===== src/rtl/csv_fixed_schema_row_parser_assert.svh =====
// Assertion helpers for the row parser. The clock is clock and the reset is reset.
`ifndef CSV_FIXED_SCHEMA_ROW_PARSER_ASSERT_SVH
`define CSV_FIXED_SCHEMA_ROW_PARSER_ASSERT_SVH

// The consequent holds in the same cycle as the antecedent.
`define CSVP_ASSERT_NOW(label, ante, cons, msg) \
   label: assert property (@(posedge clock) disable iff (reset) (ante) |-> (cons)) \
      else $error(msg);

// The consequent holds in the cycle after the antecedent.
`define CSVP_ASSERT_NEXT(label, ante, cons, msg) \
   label: assert property (@(posedge clock) disable iff (reset) (ante) |=> (cons)) \
      else $error(msg);

`endif


===== src/rtl/csvp_pkg.sv =====
package csvp_pkg;

   localparam int unsigned HDR_LEN = 46;
   localparam logic [8*HDR_LEN-1:0] HDR_TEXT =
      "date,time,area,residence,age,gender,population";
   localparam logic [511:0] HDR_ROM = {HDR_TEXT, {(512 - 8*HDR_LEN){1'b0}}};
   localparam logic [5:0] HDR_END = 6'(HDR_LEN);

   localparam logic [7:0] CHAR_NEWLINE = 8'h0A;
   localparam logic [7:0] CHAR_COMMA   = 8'h2C;
   localparam logic [7:0] CHAR_PLUS    = 8'h2B;
   localparam logic [7:0] CHAR_MINUS   = 8'h2D;
   localparam logic [7:0] CHAR_ZERO    = 8'h30;
   localparam logic [7:0] CHAR_NINE    = 8'h39;
   localparam logic [7:0] CHAR_SPACE   = 8'h20;
   localparam logic [7:0] CHAR_TAB     = 8'h09;
   localparam logic [7:0] CHAR_VTAB    = 8'h0B;
   localparam logic [7:0] CHAR_FF      = 8'h0C;
   localparam logic [7:0] CHAR_CR      = 8'h0D;

   localparam logic [2:0] FIELD_DATE       = 3'd0;
   localparam logic [2:0] FIELD_TIME       = 3'd1;
   localparam logic [2:0] FIELD_AREA       = 3'd2;
   localparam logic [2:0] FIELD_RESIDENCE  = 3'd3;
   localparam logic [2:0] FIELD_AGE        = 3'd4;
   localparam logic [2:0] FIELD_GENDER     = 3'd5;
   localparam logic [2:0] FIELD_POPULATION = 3'd6;

   localparam logic [63:0] LIM_DATE = 64'h0000_0000_FFFF_FFFF;
   localparam logic [63:0] LIM_TIME = 64'h0000_0000_0000_FFFF;
   localparam logic [63:0] LIM_AREA = 64'hFFFF_FFFF_FFFF_FFFF;
   localparam logic [63:0] LIM_POS  = 64'h0000_0000_7FFF_FFFF;
   localparam logic [63:0] LIM_NEG  = 64'h0000_0000_8000_0000;

   localparam logic [63:0] QUOT_DATE = LIM_DATE / 64'd10;
   localparam logic [63:0] QUOT_TIME = LIM_TIME / 64'd10;
   localparam logic [63:0] QUOT_AREA = LIM_AREA / 64'd10;
   localparam logic [63:0] QUOT_POS  = LIM_POS / 64'd10;
   localparam logic [63:0] QUOT_NEG  = LIM_NEG / 64'd10;
   localparam logic [3:0]  REM_DATE  = 4'(LIM_DATE % 64'd10);
   localparam logic [3:0]  REM_TIME  = 4'(LIM_TIME % 64'd10);
   localparam logic [3:0]  REM_AREA  = 4'(LIM_AREA % 64'd10);
   localparam logic [3:0]  REM_POS   = 4'(LIM_POS % 64'd10);
   localparam logic [3:0]  REM_NEG   = 4'(LIM_NEG % 64'd10);

   typedef enum logic [1:0] {
      STATUS_ROW_OK          = 2'd0,
      STATUS_ROW_ERROR       = 2'd1,
      STATUS_HEADER_OK       = 2'd2,
      STATUS_HEADER_MISMATCH = 2'd3
   } status_type;

   typedef enum logic [1:0] {
      PHASE_BLANKS = 2'd0,
      PHASE_SIGN   = 2'd1,
      PHASE_DIGITS = 2'd2
   } phase_type;

   typedef struct packed {
      status_type         status;
      logic [31:0]        date;
      logic [15:0]        time_res;
      logic [63:0]        area;
      logic signed [31:0] residence;
      logic signed [31:0] age;
      logic signed [31:0] gender;
      logic signed [31:0] population;
      logic [31:0]        line_index;
   } result_type;

   function automatic logic [7:0] hdr_char(input logic [5:0] pos);
      hdr_char = HDR_ROM[{~pos, 3'b000} +: 8];
   endfunction

   function automatic logic [63:0] limit_quot(input logic [2:0] idx, input logic neg);
      case (idx)
         FIELD_DATE: limit_quot = QUOT_DATE;
         FIELD_TIME: limit_quot = QUOT_TIME;
         FIELD_AREA: limit_quot = QUOT_AREA;
         default:    limit_quot = neg ? QUOT_NEG : QUOT_POS;
      endcase
   endfunction

   function automatic logic [3:0] limit_rem(input logic [2:0] idx, input logic neg);
      case (idx)
         FIELD_DATE: limit_rem = REM_DATE;
         FIELD_TIME: limit_rem = REM_TIME;
         FIELD_AREA: limit_rem = REM_AREA;
         default:    limit_rem = neg ? REM_NEG : REM_POS;
      endcase
   endfunction

endpackage


===== src/rtl/csvp_if.sv =====
interface csvp_req_if;
   logic       valid;
   logic       ready;
   logic [7:0] data_byte;
   logic       end_of_input;

   modport source (output valid, output data_byte, output end_of_input, input ready);
   modport sink (input valid, input data_byte, input end_of_input, output ready);
endinterface

interface csvp_rsp_if;
   logic                 valid;
   logic                 ready;
   csvp_pkg::status_type status;
   logic [31:0]          date;
   logic [15:0]          time_res;
   logic [63:0]          area;
   logic signed [31:0]   residence;
   logic signed [31:0]   age;
   logic signed [31:0]   gender;
   logic signed [31:0]   population;
   logic [31:0]          line_index;

   modport source (output valid, output status, output date, output time_res,
                   output area, output residence, output age, output gender,
                   output population, output line_index, input ready);
   modport sink (input valid, input status, input date, input time_res,
                 input area, input residence, input age, input gender,
                 input population, input line_index, output ready);
endinterface


===== src/rtl/csv_fixed_schema_row_parser.sv =====
// Fixed-schema CSV row parser.
// req_bus carries one text byte per beat, or an end-of-input marker that
// closes a partial line. The first line must match the fixed header text;
// each later line yields one rsp_bus beat with the seven decoded fields, a
// status code and the running line number. Bytes that do not end a line
// produce no response beat.
// A request beat lands in an input register; when that beat is processed, the
// parser state and the response register are updated, so a line's response
// is registered in the input register and then in the response register.
// Throughput is one byte per cycle while rsp_bus does not stall; the limit is
// the combinational multiply-by-ten accumulate and overflow compare on the 64-bit accumulator.
// When rsp_bus stalls, the response register holds its beat and the input
// register still takes one more request beat if it is empty; after that req_bus.ready drops
// until the response is taken.
// A synchronous reset empties both registers, clears the line counter and
// returns the parser to expecting the header line.
module csv_fixed_schema_row_parser (
   input logic        clock,
   input logic        reset,
   csvp_req_if.sink   req_bus,
   csvp_rsp_if.source rsp_bus
);
   import csvp_pkg::*;

   logic       in_valid_ff;
   logic [7:0] in_byte_ff;
   logic       in_end_ff;

   logic       out_valid_ff;
   result_type out_ff;
   result_type out_in;

   logic        header_done_ff, header_done_in;
   logic [5:0]  header_pos_ff, header_pos_in;
   logic        header_bad_ff, header_bad_in;
   logic [31:0] line_count_ff, line_count_in;
   logic [2:0]  field_index_ff, field_index_in;
   phase_type   field_phase_ff, field_phase_in;
   logic        negative_ff, negative_in;
   logic [63:0] acc_ff, acc_in;
   logic        row_bad_ff, row_bad_in;
   logic        line_started_ff, line_started_in;
   logic [31:0] held_date_ff, held_date_in;
   logic [15:0] held_time_ff, held_time_in;
   logic [63:0] held_area_ff, held_area_in;
   logic [31:0] held_signed_ff [3];
   logic [31:0] held_signed_in [3];

   logic        advance;
   logic        process;
   logic        line_end;
   logic        emit;
   logic        is_digit;
   logic        is_blank;
   logic [3:0]  digit;
   logic [31:0] signed_val;
   logic [63:0] quot;
   logic [3:0]  rem;
   logic        overflow;
   logic [63:0] acc_step;
   logic        row_ok;
   logic        fail_beat;
   logic        values_zero;
   logic [31:0] count_next;
   logic        index_ok;

   assign advance       = !out_valid_ff || rsp_bus.ready;
   assign req_bus.ready = !in_valid_ff || advance;
   assign process       = in_valid_ff && advance;

   assign line_end = in_end_ff ? line_started_ff : (in_byte_ff == CHAR_NEWLINE);
   assign emit     = process && line_end;

   assign is_digit   = (in_byte_ff >= CHAR_ZERO) && (in_byte_ff <= CHAR_NINE);
   assign is_blank   = (in_byte_ff == CHAR_SPACE) || (in_byte_ff == CHAR_TAB) ||
                       (in_byte_ff == CHAR_VTAB) || (in_byte_ff == CHAR_FF) ||
                       (in_byte_ff == CHAR_CR);
   assign digit      = in_byte_ff[3:0];
   assign signed_val = negative_ff ? (32'd0 - acc_ff[31:0]) : acc_ff[31:0];
   assign quot       = limit_quot(field_index_ff, negative_ff);
   assign rem        = limit_rem(field_index_ff, negative_ff);
   assign overflow   = (acc_ff > quot) || ((acc_ff == quot) && (digit > rem));
   assign acc_step   = {acc_ff[60:0], 3'b000} + {acc_ff[62:0], 1'b0} + {60'd0, digit};
   assign row_ok     = !row_bad_ff && (field_phase_ff == PHASE_DIGITS) &&
                       (field_index_ff == FIELD_POPULATION);

   always_comb begin
      header_done_in  = header_done_ff;
      header_pos_in   = header_pos_ff;
      header_bad_in   = header_bad_ff;
      line_count_in   = line_count_ff;
      field_index_in  = field_index_ff;
      field_phase_in  = field_phase_ff;
      negative_in     = negative_ff;
      acc_in          = acc_ff;
      row_bad_in      = row_bad_ff;
      line_started_in = line_started_ff;
      held_date_in    = held_date_ff;
      held_time_in    = held_time_ff;
      held_area_in    = held_area_ff;
      held_signed_in  = held_signed_ff;
      if (line_end) begin
         line_count_in   = line_count_ff + 32'd1;
         line_started_in = 1'b0;
         if (!header_done_ff) begin
            header_done_in = (header_pos_ff == HDR_END) && !header_bad_ff;
            header_pos_in  = '0;
            header_bad_in  = 1'b0;
         end else begin
            field_index_in = FIELD_DATE;
            field_phase_in = PHASE_BLANKS;
            negative_in    = 1'b0;
            acc_in         = '0;
            row_bad_in     = 1'b0;
         end
      end else if (!in_end_ff) begin
         line_started_in = 1'b1;
         if (!header_done_ff) begin
            if ((header_pos_ff < HDR_END) && (in_byte_ff == hdr_char(header_pos_ff))) begin
               header_pos_in = header_pos_ff + 6'd1;
            end else begin
               header_bad_in = 1'b1;
            end
         end else if (in_byte_ff == CHAR_COMMA) begin
            if (field_phase_ff == PHASE_DIGITS) begin
               case (field_index_ff)
                  FIELD_DATE:      held_date_in      = acc_ff[31:0];
                  FIELD_TIME:      held_time_in      = acc_ff[15:0];
                  FIELD_AREA:      held_area_in      = acc_ff;
                  FIELD_RESIDENCE: held_signed_in[0] = signed_val;
                  FIELD_AGE:       held_signed_in[1] = signed_val;
                  FIELD_GENDER:    held_signed_in[2] = signed_val;
                  default:         held_date_in      = held_date_ff;
               endcase
            end else begin
               row_bad_in = 1'b1;
            end
            if (field_index_ff >= FIELD_POPULATION) begin
               row_bad_in = 1'b1;
            end else begin
               field_index_in = field_index_ff + 3'd1;
            end
            field_phase_in = PHASE_BLANKS;
            negative_in    = 1'b0;
            acc_in         = '0;
         end else if (is_digit) begin
            field_phase_in = PHASE_DIGITS;
            if (!row_bad_ff) begin
               if (overflow) begin
                  row_bad_in = 1'b1;
               end else begin
                  acc_in = acc_step;
               end
            end
         end else if ((field_phase_ff == PHASE_BLANKS) && is_blank) begin
            field_phase_in = PHASE_BLANKS;
         end else if ((field_phase_ff == PHASE_BLANKS) && (in_byte_ff == CHAR_PLUS)) begin
            field_phase_in = PHASE_SIGN;
         end else if ((field_phase_ff == PHASE_BLANKS) && (in_byte_ff == CHAR_MINUS)) begin
            if (field_index_ff < FIELD_RESIDENCE) begin
               row_bad_in = 1'b1;
            end
            negative_in    = 1'b1;
            field_phase_in = PHASE_SIGN;
         end else begin
            row_bad_in = 1'b1;
         end
      end
   end

   always_comb begin
      out_in            = '0;
      out_in.line_index = line_count_ff + 32'd1;
      if (!header_done_ff) begin
         out_in.status = ((header_pos_ff == HDR_END) && !header_bad_ff) ?
                         STATUS_HEADER_OK : STATUS_HEADER_MISMATCH;
      end else if (row_ok) begin
         out_in.status     = STATUS_ROW_OK;
         out_in.date       = held_date_ff;
         out_in.time_res   = held_time_ff;
         out_in.area       = held_area_ff;
         out_in.residence  = $signed(held_signed_ff[0]);
         out_in.age        = $signed(held_signed_ff[1]);
         out_in.gender     = $signed(held_signed_ff[2]);
         out_in.population = $signed(signed_val);
      end else begin
         out_in.status = STATUS_ROW_ERROR;
      end
   end

   always_ff @(posedge clock) begin
      if (reset) begin
         in_valid_ff <= 1'b0;
      end else if (req_bus.ready) begin
         in_valid_ff <= req_bus.valid;
      end
      if (req_bus.ready && req_bus.valid) begin
         in_byte_ff <= req_bus.data_byte;
         in_end_ff  <= req_bus.end_of_input;
      end
   end

   always_ff @(posedge clock) begin
      if (reset) begin
         out_valid_ff <= 1'b0;
      end else if (advance) begin
         out_valid_ff <= emit;
      end
      if (emit) begin
         out_ff <= out_in;
      end
   end

   always_ff @(posedge clock) begin
      if (reset) begin
         header_done_ff  <= 1'b0;
         header_pos_ff   <= '0;
         header_bad_ff   <= 1'b0;
         line_count_ff   <= '0;
         field_index_ff  <= FIELD_DATE;
         field_phase_ff  <= PHASE_BLANKS;
         negative_ff     <= 1'b0;
         acc_ff          <= '0;
         row_bad_ff      <= 1'b0;
         line_started_ff <= 1'b0;
      end else if (process) begin
         header_done_ff  <= header_done_in;
         header_pos_ff   <= header_pos_in;
         header_bad_ff   <= header_bad_in;
         line_count_ff   <= line_count_in;
         field_index_ff  <= field_index_in;
         field_phase_ff  <= field_phase_in;
         negative_ff     <= negative_in;
         acc_ff          <= acc_in;
         row_bad_ff      <= row_bad_in;
         line_started_ff <= line_started_in;
      end
   end

   always_ff @(posedge clock) begin
      if (process) begin
         held_date_ff   <= held_date_in;
         held_time_ff   <= held_time_in;
         held_area_ff   <= held_area_in;
         held_signed_ff <= held_signed_in;
      end
   end

   assign rsp_bus.valid      = out_valid_ff;
   assign rsp_bus.status     = out_ff.status;
   assign rsp_bus.date       = out_ff.date;
   assign rsp_bus.time_res   = out_ff.time_res;
   assign rsp_bus.area       = out_ff.area;
   assign rsp_bus.residence  = out_ff.residence;
   assign rsp_bus.age        = out_ff.age;
   assign rsp_bus.gender     = out_ff.gender;
   assign rsp_bus.population = out_ff.population;
   assign rsp_bus.line_index = out_ff.line_index;

   assign fail_beat   = out_valid_ff && (out_ff.status != STATUS_ROW_OK);
   assign values_zero = (out_ff.date == 32'd0) && (out_ff.time_res == 16'd0) &&
                        (out_ff.area == 64'd0) && (out_ff.population == 32'sd0);
   assign count_next  = line_count_ff + 32'd1;
   assign index_ok    = field_index_ff <= FIELD_POPULATION;

`include "csv_fixed_schema_row_parser_assert.svh"

   `CSVP_ASSERT_NOW(a_zero_on_fail, fail_beat, values_zero, "Nonzero value on a failed line")
   `CSVP_ASSERT_NEXT(a_header_sticky, header_done_ff, header_done_ff, "Header acceptance lost")
   `CSVP_ASSERT_NEXT(a_line_count, emit, line_count_ff == $past(count_next), "Line count stuck")
   `CSVP_ASSERT_NOW(a_field_range, header_done_ff, index_ok, "Field index overrun")

endmodule

===== src/flat_wrapper.sv =====
// flat-port wrapper written by rule: the top's interface ports become plain ports
module csv_fixed_schema_row_parser_flat import csvp_pkg::*;
  (clock, reset, req_bus_valid, req_bus_data_byte, req_bus_end_of_input, req_bus_ready, rsp_bus_valid, rsp_bus_status, rsp_bus_date, rsp_bus_time_res, rsp_bus_area, rsp_bus_residence, rsp_bus_age, rsp_bus_gender, rsp_bus_population, rsp_bus_line_index, rsp_bus_ready);
  csvp_req_if req_bus_i ();
  csvp_rsp_if rsp_bus_i ();
  input logic clock;
  input logic reset;
  input wire logic [$bits(req_bus_i.valid)-1:0] req_bus_valid;
  input wire logic [$bits(req_bus_i.data_byte)-1:0] req_bus_data_byte;
  input wire logic [$bits(req_bus_i.end_of_input)-1:0] req_bus_end_of_input;
  output wire logic [$bits(req_bus_i.ready)-1:0] req_bus_ready;
  output wire logic [$bits(rsp_bus_i.valid)-1:0] rsp_bus_valid;
  output wire logic [$bits(rsp_bus_i.status)-1:0] rsp_bus_status;
  output wire logic [$bits(rsp_bus_i.date)-1:0] rsp_bus_date;
  output wire logic [$bits(rsp_bus_i.time_res)-1:0] rsp_bus_time_res;
  output wire logic [$bits(rsp_bus_i.area)-1:0] rsp_bus_area;
  output wire logic [$bits(rsp_bus_i.residence)-1:0] rsp_bus_residence;
  output wire logic [$bits(rsp_bus_i.age)-1:0] rsp_bus_age;
  output wire logic [$bits(rsp_bus_i.gender)-1:0] rsp_bus_gender;
  output wire logic [$bits(rsp_bus_i.population)-1:0] rsp_bus_population;
  output wire logic [$bits(rsp_bus_i.line_index)-1:0] rsp_bus_line_index;
  input wire logic [$bits(rsp_bus_i.ready)-1:0] rsp_bus_ready;
  assign req_bus_i.valid = req_bus_valid;
  assign req_bus_i.data_byte = req_bus_data_byte;
  assign req_bus_i.end_of_input = req_bus_end_of_input;
  assign req_bus_ready = req_bus_i.ready;
  assign rsp_bus_valid = rsp_bus_i.valid;
  assign rsp_bus_status = rsp_bus_i.status;
  assign rsp_bus_date = rsp_bus_i.date;
  assign rsp_bus_time_res = rsp_bus_i.time_res;
  assign rsp_bus_area = rsp_bus_i.area;
  assign rsp_bus_residence = rsp_bus_i.residence;
  assign rsp_bus_age = rsp_bus_i.age;
  assign rsp_bus_gender = rsp_bus_i.gender;
  assign rsp_bus_population = rsp_bus_i.population;
  assign rsp_bus_line_index = rsp_bus_i.line_index;
  assign rsp_bus_i.ready = rsp_bus_ready;
  csv_fixed_schema_row_parser u_core (.clock(clock), .reset(reset), .req_bus(req_bus_i), .rsp_bus(rsp_bus_i));
endmodule

===== config.mk =====
export PLATFORM = sky130hd
export DESIGN_NAME = csv_fixed_schema_row_parser_flat
export DESIGN_NICKNAME = d
export VERILOG_FILES = /design/src/rtl/csvp_pkg.sv /design/src/rtl/csvp_if.sv /design/src/rtl/csv_fixed_schema_row_parser.sv /design/src/flat_wrapper.sv
export VERILOG_INCLUDE_DIRS = /design/src /design/src/rtl
export SDC_FILE = /design/constraint.sdc
export NUM_CORES = 1
export LEC_CHECK = 0
export CORE_MARGIN = 10
export CORE_UTILIZATION = 58
export DETAILED_ROUTE_END_ITERATION = 8
export DONT_BUFFER_PORTS = 1
export PLACE_DENSITY = 0.84
export RECOVER_POWER = 25
export SLEW_MARGIN = 10
export SYNTH_ARGS = -nofsm -noshare
export SYNTH_HDL_FRONTEND = slang
export SYNTH_SLANG_ARGS = --single-unit

===== constraint.sdc =====
create_clock -name clock -period 10.6 [get_ports clock]
set_input_delay 1.59 -clock clock [delete_from_list [all_inputs] [get_ports clock]]
set_output_delay 1.59 -clock clock [all_outputs]
set_load 0.01 [all_outputs]

Word level (Yosys, flattened, before mapping)
Index checks and enable logic that the tools add are counted.

operators by class
  add/subtract/negate cells = 6
  bitwise logic cells = 4
  $lt $le $gt $ge = 7
  reduce and logical (&&, ||, !) cells = 47
  equality and inequality tests = 31
  mux-type cells = 66
  shifts and indexed selects = 1

operator list
  operator                   count
  $mux 64                    8
  $shiftx 512x10->8 const A  1
  $pmux 61 s3                1
  $add 64x4->64              1
  $add 64x64->64             1
  $eq 64x61->1               1
  $gt 64x61->1               1
  $reduce_and 7->1           8
  $eq 8x4->1 const B         5
  $mux 1                     33
  $add 32x1->32 const B      1
  $eq 8x6->1 const B         4
  $mux 32                    1
  $sub 1x32->32 const A      1
  $mux 6                     5
  $mux 2                     10
  $mux 3                     6
  $logic_and 1x1->1          12
  $reduce_and 4->1           3
  $eq 3x3->1 const B         3
  $eq 8x8->1                 1
  $ge 8x6->1 const B         1
  $le 8x6->1 const B         1
  $mux 4                     2
  other kinds (31)           51

storage, ports and cells
  logic and storage cells = 191
  input port bits = 13
  flip-flop bits (word level) = 605
  output and inout port bits = 276

Depth between registers and ports, before layout
Gate-level depths: netlist of the first run.

  word-level depth = 13
  mapped depth = 17
  mapped depth without buffers = 16

Least setup slack after synthesis of the first run
OpenSTA, ideal clock, no wires.

  path kind = input-to-reg
  from = input port rsp_bus_ready
  to = register u_core.line_count_ff[14]
  data required time = 10.534 ns
  path buffers = 2
  arrival = 10.818 ns
  setup slack = -0.284 ns
  cell stages on the path = 10
  library setup time = 0.066 ns
  cells stage by stage = nand2b_1 nand3_1 inv_1 nand2b_1 inv_1 clkbuf_1 clkbuf_1 nand2_1 xor2_1 nor2_1

on the way
  cells in the longest elaborated chain, start to end = 3

RTL lines
  what                        line                                text
  start, declared             flat_wrapper.sv:22                  input wire logic [$bits(rsp_bus_i.ready)-1:0] rsp_bus_ready;
  $logic_or 1x1->1            csv_fixed_schema_row_parser.sv:67   assign advance = !out_valid_ff || rsp_bus.ready;
  $logic_and 1x1->1           csv_fixed_schema_row_parser.sv:69   assign process = in_valid_ff && advance;
  $reduce_and 2->1 (no line)  -
  end signal, assigned        csv_fixed_schema_row_parser.sv:230  line_count_ff <= line_count_in;
  end, declared               csv_fixed_schema_row_parser.sv:36   logic [31:0] line_count_ff, line_count_in;

Every way passes these cells.
A chain may end at the register's enable or synchronous reset.

Final worst setup path of the first run
  from = register u_core.field_index_ff[0]
  to = register u_core.acc_ff[46]

on the way
  cells in the longest elaborated chain, start to end = 8
  elaborated cells on any way between the ends = 13

RTL lines
  what                                                  line                                text
  start, declared                                       csv_fixed_schema_row_parser.sv:37   logic [2:0] field_index_ff, field_index_in;
  start signal, assigned                                csv_fixed_schema_row_parser.sv:231  field_index_ff <= field_index_in;
  branches (longest 5 deep; another with $gt 64x61->1)  -
  $logic_or 1x1->1 (*)                                  csv_fixed_schema_row_parser.sv:82   assign overflow = (acc_ff > quot) || ((acc_ff == quot) && (digit > rem));
  $ne 3x2->1 (no line) (*)                              -
  $reduce_and 6->1 (no line) (*)                        -
  end signal, assigned                                  csv_fixed_schema_row_parser.sv:234  acc_ff <= acc_in;
  end, declared                                         csv_fixed_schema_row_parser.sv:40   logic [63:0] acc_ff, acc_in;

Mark *: on every way between the ends.

==> out/metrics.yaml, run 1 <==
drv_slew: 136
clk_pin_slew_worst_paths_ps: 60
htreeDepth: 2
finalSetupViolCount: 0
final_antenna_net_count: 0
grt_setup_unrepaired: "false"
tritoncts: "yes"
drt-total-wl_um: 63410
grt_pass1_vias: 16907
required_ps: 11130
min_to: "u_core.held_area_ff[63]"
nFillCells: 3482
status: "finished with violations"
fin_setup_tns_ps: 0
final_layout_size_suffix_gt1_share_pct: 5.123
crit_path_end_kind: "register"
fin_crit_sh_pct: 50.36
hp-class: "reg -> reg"
grt_start_max_net_pins: 186
period_needed_ps: 5338
synth_top_area_cell: "edfxtp_1"
synth_compound_area_share_pct: 9.441
globalRouteOverflowTotal: 0
worstHoldPathCells: 0
synthesis.area_sq_um: 28000
antenna_found_initial: 0
slew_headroom_pct: -71.38
route.detailed.drc: 0
synth_cell_types: 77
first_pass_iters: 5
cts.sink_count: 605
ys_seq_area_share_pct: 60.80
detail_route.wl_per_cell_um: 21.87
track_usage_pct: 21.43
register_area_sq_um: 17030
mostFrequentLayoutCell: "edfxtp_1"
rows: 80
start_util_pct: 58.65
vias: 17474
synth.avg_cell_area_sq_um: 12.40
cts_hold_buf: 0
powerDensity_nw_per_um2: 153.7
yosysTopAreaCellShare_pct: 52.65
grt_first_pass_wirelength_um: 96590
die_area_sq_um: 57470
synth_area_leaders: "edfxtp_1, dfxtp_1, ha_1"
power_leakage_nw: 11.92
place_hpwl_um: 43630
start_kind: "register"
yosysWarnings: 0
synthSimpleGateAreaFrac_pct: 14.45
r2r_start: "u_core.field_index_ff[0]"
muxShareOfSynthArea_pct: 0.5853
syn_to_final_growth_pct: 8.498
drv_cap: 2
postCtsSetupBuffers: 0
min_from: "u_core.acc_ff[63]"
diodes: 0
synthCells: 2259
core-area_sq_um: 47750
mostFrequentLayoutCells: "edfxtp_1, ha_1, nand2_1"
worst_pin_slew_ps: 2571
root_buffer: "clkbuf_16"
regToRegSetupSlack_ps: 5260
clock.fmax_mhz: 187.3
ys_ff_latch: 605
reg2regPathDepth: 16
synth_top_family_by_area: "simple AND/OR/NAND/NOR gates"
async_flop_share_pct: 0
port_buffers: 0
synth-adder-area-share_pct: 8.051
clock_path_buffers: 3
multi_input_area_sq_um: 10420
crit_arrival_ps: 5870
synth_ff_type: "edfxtp_1"
path_class: "reg -> reg"
cts_buffers: 59
r2r_end: "u_core.acc_ff[46]"
ctsResizeCount: 0
vias_per_cell: 6.028
io_pins: 289
gp_congestion: 0.9266
clk_latency_ps: 620
yosys.area_share.xor_xnor_pct: 4.723
violations: "max-capacitance violations, max-slew violations"
ir_worst_vdd_mv: 0.1529
dr.first_iter.drc_count: 1523
die_w_um: 239.7
die-height_um: 239.7
power_mw: 4.671
hold_viol_final: 0
nets: 2426
worst_clock_skew_ps: 26.97
synth-edff-count: 491
synth_nets: 2451
critical_path_peak_fanout: 46
worst max path at each step:
stage,from,endpoint,slack (ps),cells past startpoint
3_5_place_dp,u_core.field_index_ff[0],u_core.acc_ff[46],5280,16
2_1_floorplan,rsp_bus_ready,u_core.line_count_ff[14],4000,10
4_1_cts,u_core.field_index_ff[0],u_core.acc_ff[46],5260,16
3_3_place_gp,u_core.field_index_ff[1],u_core.acc_ff[63],5580,16
5_1_grt,u_core.field_index_ff[1],u_core.acc_ff[46],4760,16
6_report,u_core.field_index_ff[0],u_core.acc_ff[46],5260,16
sequential cells by signal, summed over array words and instances (netlist names), 32 cells and up:
signal                     cells
u_core.held_signed_ff         96
u_core.rsp_bus.gender         32
u_core.rsp_bus.population     32
u_core.rsp_bus.age            32
u_core.rsp_bus.line_index     32
u_core.line_count_ff          32
u_core.held_area_ff           64
u_core.held_date_ff           32
u_core.acc_ff                 64
u_core.rsp_bus.date           32
u_core.rsp_bus.area           64
u_core.rsp_bus.residence      32
synth_stat cells, types with 29 or more instances:
library cell,number
a21oi_1,131
clkbuf_1,85
xnor2_1,81
nor3_1,33
nand3_1,39
and2_1,249
a21o_1,33
inv_1,41
nand2_1,152
xor2_1,70
dfxtp_1,114
edfxtp_1,491
ha_1,177
o21ai_0,108
nand4_1,29
nor2_1,127
power breakdown:
part           total [mW]  internal, mW  switching [mW]
logic              0.0306       0.00632          0.0243
registers            2.55          2.55         0.00798
clock network        2.09          1.21           0.878
routing by layer:
metal / vias up / share of wire (%) / GRT usage, %
met5: - / 0 / 0
met4: 0 / 2.9 / 7.216
met3: 111 / 7.5 / 4.701
met2: 580 / 48 / 35.61
met1: 8544 / 42 / 27.34
li1: 8239 / - / -
worst max-delay path, stage by stage (launching register included):
cell and delay (ps):
dfxtp_1 410, inv_1 110, ha_1 250, o31ai_1 670
inv_1 340, ha_1 390, nand4_1 70, nor4_1 400
o31a_1 210, o31ai_1 80, o2111ai_1 100, nand3_1 230
a21oi_4 560, buf_4 510, and2_1 650, nand2_1 130
o21ai_0 110
layout make-up:
class                      count  area share (%)
clock buffer                  74           5.217
clock inverter                37           1.165
inverter                      43          0.5559
multi-input combinational   1518           34.30
sequential                   605           56.04
tap                          615           2.533
timing repair buffer           7          0.1894
per-stage QoR:
stage | setup slack [ps] | hold slack (ps) | utilization (%) | instances | instance area, sq um
2_1_floorplan | 3999 | 431.5 | - | 2259 | 28010
4_1_cts | 5257 | 478.8 | 63.73 | 2899 | 30430
3_5_place_dp | 5277 | 462.2 | 59.67 | 2788 | 28490
3_3_place_gp | 5581 | 460.6 | 59.67 | 2788 | 28490
5_1_grt | 4756 | 508.8 | 63.64 | 2899 | 30380
6_report | 5262 | 474.3 | 63.64 | 2899 | 30380
cells by family after synthesis:
kind of cell | after synthesis
and+or+nand+nor | 757
DFF | 605
AOI/OAI and AO/OA | 421
adders and majority gates | 179
xor gates and xnor gates | 151
buffers and inverters | 136
muxes | 10
No activity file was read; power rests on OpenSTA's default activity.
==> run 2: changes to the inputs <==
--- a/config.mk
+++ b/config.mk
@@ -7,7 +7,7 @@
 export NUM_CORES = 1
 export LEC_CHECK = 0
 export CORE_MARGIN = 10
-export CORE_UTILIZATION = 58
+export CORE_UTILIZATION = 60
 export DETAILED_ROUTE_END_ITERATION = 8
 export DONT_BUFFER_PORTS = 1
 export PLACE_DENSITY = 0.84
==> constraint.sdc (replaced) <==
create_clock -name clock -period 5.5 [get_ports clock]
set_input_delay 0.825 -clock clock [delete_from_list [all_inputs] [get_ports clock]]
set_output_delay 0.825 -clock clock [all_outputs]
set_load 0.01 [all_outputs]
==> out/metrics.yaml, run 2 (synthesis gave the netlist of run 1 again) <==
status: "completed"
hold_ws_ps: 291.3
p_sw_mw: 1.711
path_class: "reg -> reg"
min_from: "reset"
htreeDepth: 2
cp_num_buf_inv: 3
regToRegSetupSlack_ps: 370
seq_power_share_pct: 54.9
drt-total-wl_um: 64340
min_to: "u_core.in_valid_ff"
die_area_sq_um: 55710
track_usage_pct: 22.25
r2r_end: "u_core.acc_ff[44]"
cts_hold_buf: 0
rows: 79
largest_reg_flops: 96
power_leakage_nw: 12.04
powerDensity_nw_per_um2: 293.7
drv_cap: 0
grt_first_pass_wirelength_um: 99290
dp_cells: 2791
worst_pin_slew_ps: 1105
worst-path-stages: 15
combPwrFrac_pct: 0.7
die_w_um: 236.0
nets: 2435
crit_family: "simple AND/OR/NAND/NOR gates"
period_needed_ps: 5126
crit_arrival_ps: 5660
finalSetupViolCount: 0
clkPwrFrac_pct: 44.4
first_pass_iters: 5
root_buffer: "clkbuf_16"
tritoncts: "yes"
hp-class: "in -> reg"
mostFrequentLayoutCell: "edfxtp_1"
ctsResizeCount: 0
cts_buffers: 57
fin_cells: 2897
required_ps: 6030
worst_clock_skew_ps: 37.80
crit_path_top_delay_cell: "o31ai_1"
clock.fmax_mhz: 195.1
vias_per_cell: 6.096
antenna_found_initial: 6
place_hpwl_um: 44100
dr.first_iter.drc_count: 1609
r2r_start: "u_core.field_index_ff[0]"
reg2regPathDepth: 15
cpPeakStageDelay_ps: 810
core-area_sq_um: 46360
start_kind: "register"
port_buffers: 0
switching_share_pct: 19.11
detail_route.wl_per_cell_um: 22.21
start_util_pct: 60.41
slew_headroom_pct: 25.56
drv_slew: 0
crit_path_end_kind: "register"
clk_pin_slew_worst_paths_ps: 60
final_layout_size_suffix_gt1_share_pct: 5.731
fin_setup_tns_ps: 0
critical_path_peak_fanout: 66
clock_path_buffers: 3
worstHoldPathCells: 1
power.internal_mw: 7.243
fin_crit_sh_pct: 93.21
regMostFlops: "u_core.held_signed_ff"
clk_latency_ps: 620
grt_start_max_net_pins: 127
ir_worst_vdd_mv: 0.2771
mostFrequentLayoutCells: "edfxtp_1, and2_1, ha_1"
grt_setup_unrepaired: "false"
route.detailed.drc: 0
postCtsSetupBuffers: 0
grt_pass1_vias: 17351
syn_to_final_growth_pct: 8.878
cts.sink_count: 605
io_pins: 289
hold_viol_final: 0
final_antenna_net_count: 0
globalRouteOverflowTotal: 0
gp_congestion: 0.9164
die-height_um: 236.0
path_cells: "inv_1, ha_1, o31ai_1, inv_1, ha_1, nand4_1, nor4_1, nand2_1, nor4_1, nand4b_1, nand3_1, a21oi_4, buf_4, or3_1, a21oi_1"
vias: 17659
run 2: worst max-delay path by stage:
stage,slack (ps),end,start
after global routing,130,u_core.acc_ff[48],u_core.field_index_ff[0]
final,370,u_core.acc_ff[44],u_core.field_index_ff[0]
after global placement,750,u_core.acc_ff[61],u_core.field_index_ff[1]
after floorplan,1100,u_core.line_count_ff[14],u_core.in_byte_ff[6]
after CTS,520,u_core.acc_ff[48],u_core.field_index_ff[0]
after detailed placement,570,u_core.acc_ff[48],u_core.field_index_ff[0]
run 2: metal layers:
metal	routed length, um	global-route usage [%]	up-vias
met1	26610	28.38	8658
met2	31570	37.39	649
met3	4556	5.009	103
met5	27	0	-
met4	1581	6.430	4
li1	-	-	8245
run 2: through the flow:
| stage | utilization (%) | setup slack [ps] | power (mW) | cell area (sq um) |
|---|---|---|---|---|
| floorplan | - | 1098 | 5.069 | 28010 |
| global placement | 61.66 | 752.5 | 5.080 | 28580 |
| detailed placement | 61.66 | 569.0 | 5.082 | 28580 |
| CTS | 65.76 | 519.1 | 9.015 | 30480 |
| global route | 65.77 | 126.2 | 9.196 | 30490 |
| finish | 65.77 | 373.6 | 8.955 | 30490 |
run 2: power groups by stage:
stage	combinational [mW]	sequential [mW]	clock, mW
6_report	0.0650	4.92	3.97
3_3_place_gp	0.0629	5.02	0
4_1_cts	0.0656	4.92	4.03
2_1_floorplan	0.0512	5.02	0
3_5_place_dp	0.0654	5.02	0
5_1_grt	0.0723	4.92	4.21
run 2: cell type report:
cell class                      count  area, sq um
Antenna cell                        4        10.01
Clock buffer                       79         1612
Fill cell                        3228        15870
Multi-Input combinational cell   1518        10460
Inverter                           43        168.9
Clock inverter                     23        289.0
Sequential cell                   605        17030
Tap cell                          607        759.5
Timing Repair Buffer               18        168.9
run 2: worst register-to-register path, cell delays in order, from the launching register on:
cell      delay (ps)
dfxtp_1          410
inv_1            120
ha_1             290
o31ai_1          810
inv_1            460
ha_1             450
nand4_1           90
nor4_1           480
nand2_1          140
nor4_1           330
nand4b_1         140
nand3_1          230
a21oi_4           80
buf_4            360
or3_1            500
a21oi_1          140
==> run 3: changes to the inputs <==
--- a/config.mk
+++ b/config.mk
@@ -6,11 +6,12 @@
 export SDC_FILE = /design/constraint.sdc
 export NUM_CORES = 1
 export LEC_CHECK = 0
+export ABC_AREA = 1
 export CORE_MARGIN = 10
-export CORE_UTILIZATION = 60
+export CORE_UTILIZATION = 55
 export DETAILED_ROUTE_END_ITERATION = 8
 export DONT_BUFFER_PORTS = 1
-export PLACE_DENSITY = 0.84
+export PLACE_DENSITY = 0.78
 export RECOVER_POWER = 25
 export SLEW_MARGIN = 10
 export SYNTH_ARGS = -nofsm -noshare
==> out/metrics.yaml, run 3 <==
globalRouteOverflowTotal: 0
rows: 87
antenna_found_initial: 10
grt_pass1_vias: 21450
start_util_pct: 55.25
yosysMostFrequentCell: "nand2_1"
cpPeakStageDelay_ps: 590
ys_ff_latch: 605
slew_headroom_pct: 24.36
tritoncts: "yes"
io_pins: 289
yosysTopAreaCellShare_pct: 47.51
track_usage_pct: 22.88
largest_reg_flops: 96
finalSetupViolCount: 0
crit_family: "simple AND/OR/NAND/NOR gates"
worst_pin_slew_ps: 1132
die-height_um: 257.5
place_hpwl_um: 56140
final_layout_size_suffix_gt1_share_pct: 3.829
vias_per_cell: 5.305
synth_nets: 3694
path_cells: "inv_1, ha_1, nand2_1, ha_1, nand2_1, nor3_1, and2_1, nand3_1, nor2_2, nand2_1, nand2_1, nand3_4, nand2_4, buf_4, o21bai_1, nor2_1"
dr.first_iter.drc_count: 2103
grt_setup_unrepaired: "false"
async_flop_share_pct: 0
first_pass_iters: 8
period_needed_ps: 4285
path_class: "reg -> reg"
grt_start_max_net_pins: 169
postCtsSetupBuffers: 0
clock_path_buffers: 3
crit_arrival_ps: 4850
fin_crit_sh_pct: 77.91
yosysWarnings: 0
critical_path_peak_fanout: 33
gp_congestion: 1.020
port_buffers: 0
final_util_pct: 60.18
synth_common_cells: "nand2_1, nor2_1, inv_1"
synth_cell_types: 41
drt-total-wl_um: 77670
power_leakage_nw: 15.22
multi_input_area_sq_um: 11410
synthesis.area_sq_um: 31030
powerDensity_nw_per_um2: 271.1
crit_path_top_delay_cell: "ha_1"
ir_worst_vdd_mv: 0.2635
root_buffer: "clkbuf_16"
mostFrequentLayoutCells: "nand2_1, inv_1, nor2_1"
htreeDepth: 2
grt_first_pass_wirelength_um: 121400
ctsResizeCount: 0
synth.avg_cell_area_sq_um: 8.861
vias: 22864
power_mw: 9.163
hp-class: "in -> reg"
die_w_um: 257.5
crit_path_end_kind: "register"
core-area_sq_um: 56170
synth_ff_type: "edfxtp_1"
worst_clock_skew_ps: 37.25
drv_slew: 0
mostFrequentLayoutCell: "nand2_1"
cts.sink_count: 605
route.detailed.drc: 0
status: "completed"
drv_cap: 0
start_kind: "register"
detail_route.wl_per_cell_um: 18.02
register_area_sq_um: 17030
clk_pin_slew_worst_paths_ps: 60
nFillCells: 4801
final_antenna_net_count: 0
synth-edff-count: 491
ys_seq_area_share_pct: 54.87
cp_common_cell: "nand2_1"
hold_viol_final: 0
cts_hold_buf: 0
regMostFlops: "u_core.held_signed_ff"
syn_to_final_growth_pct: 8.923
nets: 3695
cp_num_buf_inv: 2
synth_area_leaders: "edfxtp_1, nand2_1, dfxtp_1"
die_area_sq_um: 66320
fin_setup_tns_ps: 0
required_ps: 6060
cts_buffers: 58
synth_top_area_cell: "edfxtp_1"
synthCells: 3502
clock.fmax_mhz: 233.4
clk_latency_ps: 650
-- run 3: cell count changes after synthesis, sizes merged, moves of 20 or more --
cell | before | now
inv | 41 | 613
and2 | 249 | 6
clkbuf | 86 | 53
nand3 | 40 | 159
o21bai | 12 | 59
xor2 | 70 | 49
a21oi | 131 | 181
a21o | 33 | 2
or3 | 21 | 0
o31ai | 21 | 1
nand2 | 152 | 707
nor2 | 128 | 611
xnor2 | 81 | 21
nor3 | 33 | 57
-- run 3: kinds of logic after synthesis --
family / share of synthesized area (%)
flops: 54.87
xor+xnor: 1.976
compound gates: 6.411
fa+ha+maj: 7.266
buf+inv: 8.536
simple gates: 20.95
-- run 3: metal layers --
metal | vias to the layer above | global-route usage [%] | wire length [um]
li1 | 11315 | - | -
met1 | 10583 | 30.10 | 33050
met2 | 806 | 37.54 | 36130
met3 | 146 | 4.632 | 5865
met4 | 14 | 7.384 | 2516
met5 | - | 0 | 103
-- run 3: final cells by class --
type                    instances  share of cell area [%]
diodes                          2                 0.01481
clock buffers                  76                   4.612
clock inverters                33                   1.151
inverters                     615                   6.830
multi-input cells            2205                   33.76
flip-flops and latches        605                   50.37
well taps                     756                   2.798
repair buffers                 18                  0.4627
-- run 3: worst paths after layout --
check	startpoint	to	slack [ps]	depth (start not counted)
worst min register to register	u_core.header_bad_ff	u_core.header_bad_ff	460	2
worst max-delay path	u_core.field_index_ff[0]	u_core.acc_ff[20]	1220	16
worst min-delay path	req_bus_end_of_input	u_core.in_end_ff	290	0
worst max register to register	u_core.field_index_ff[0]	u_core.acc_ff[20]	1220	16
-- run 3: per-stage QoR --
| stage | hold WS (ps) | std cells | area [sq um] | setup slack, ps |
|---|---|---|---|---|
| after global placement | 446.1 | 4199 | 31850 | 1524 |
| after CTS | 246.8 | 4308 | 33800 | 1308 |
| after global routing | 258.9 | 4310 | 33800 | 899.2 |
| after floorplan | 431.4 | 3502 | 31040 | 1170 |
| final | 290.3 | 4310 | 33800 | 1215 |
| after detailed placement | 454.6 | 4199 | 31850 | 1325 |
-- run 3: where the power goes --
part | leakage [nW] | switching (mW) | internal (mW)
clock | 0.944 | 1.73 | 2.33
sequential | 5.97 | 0.0472 | 4.94
combinational | 8.31 | 0.0794 | 0.0291
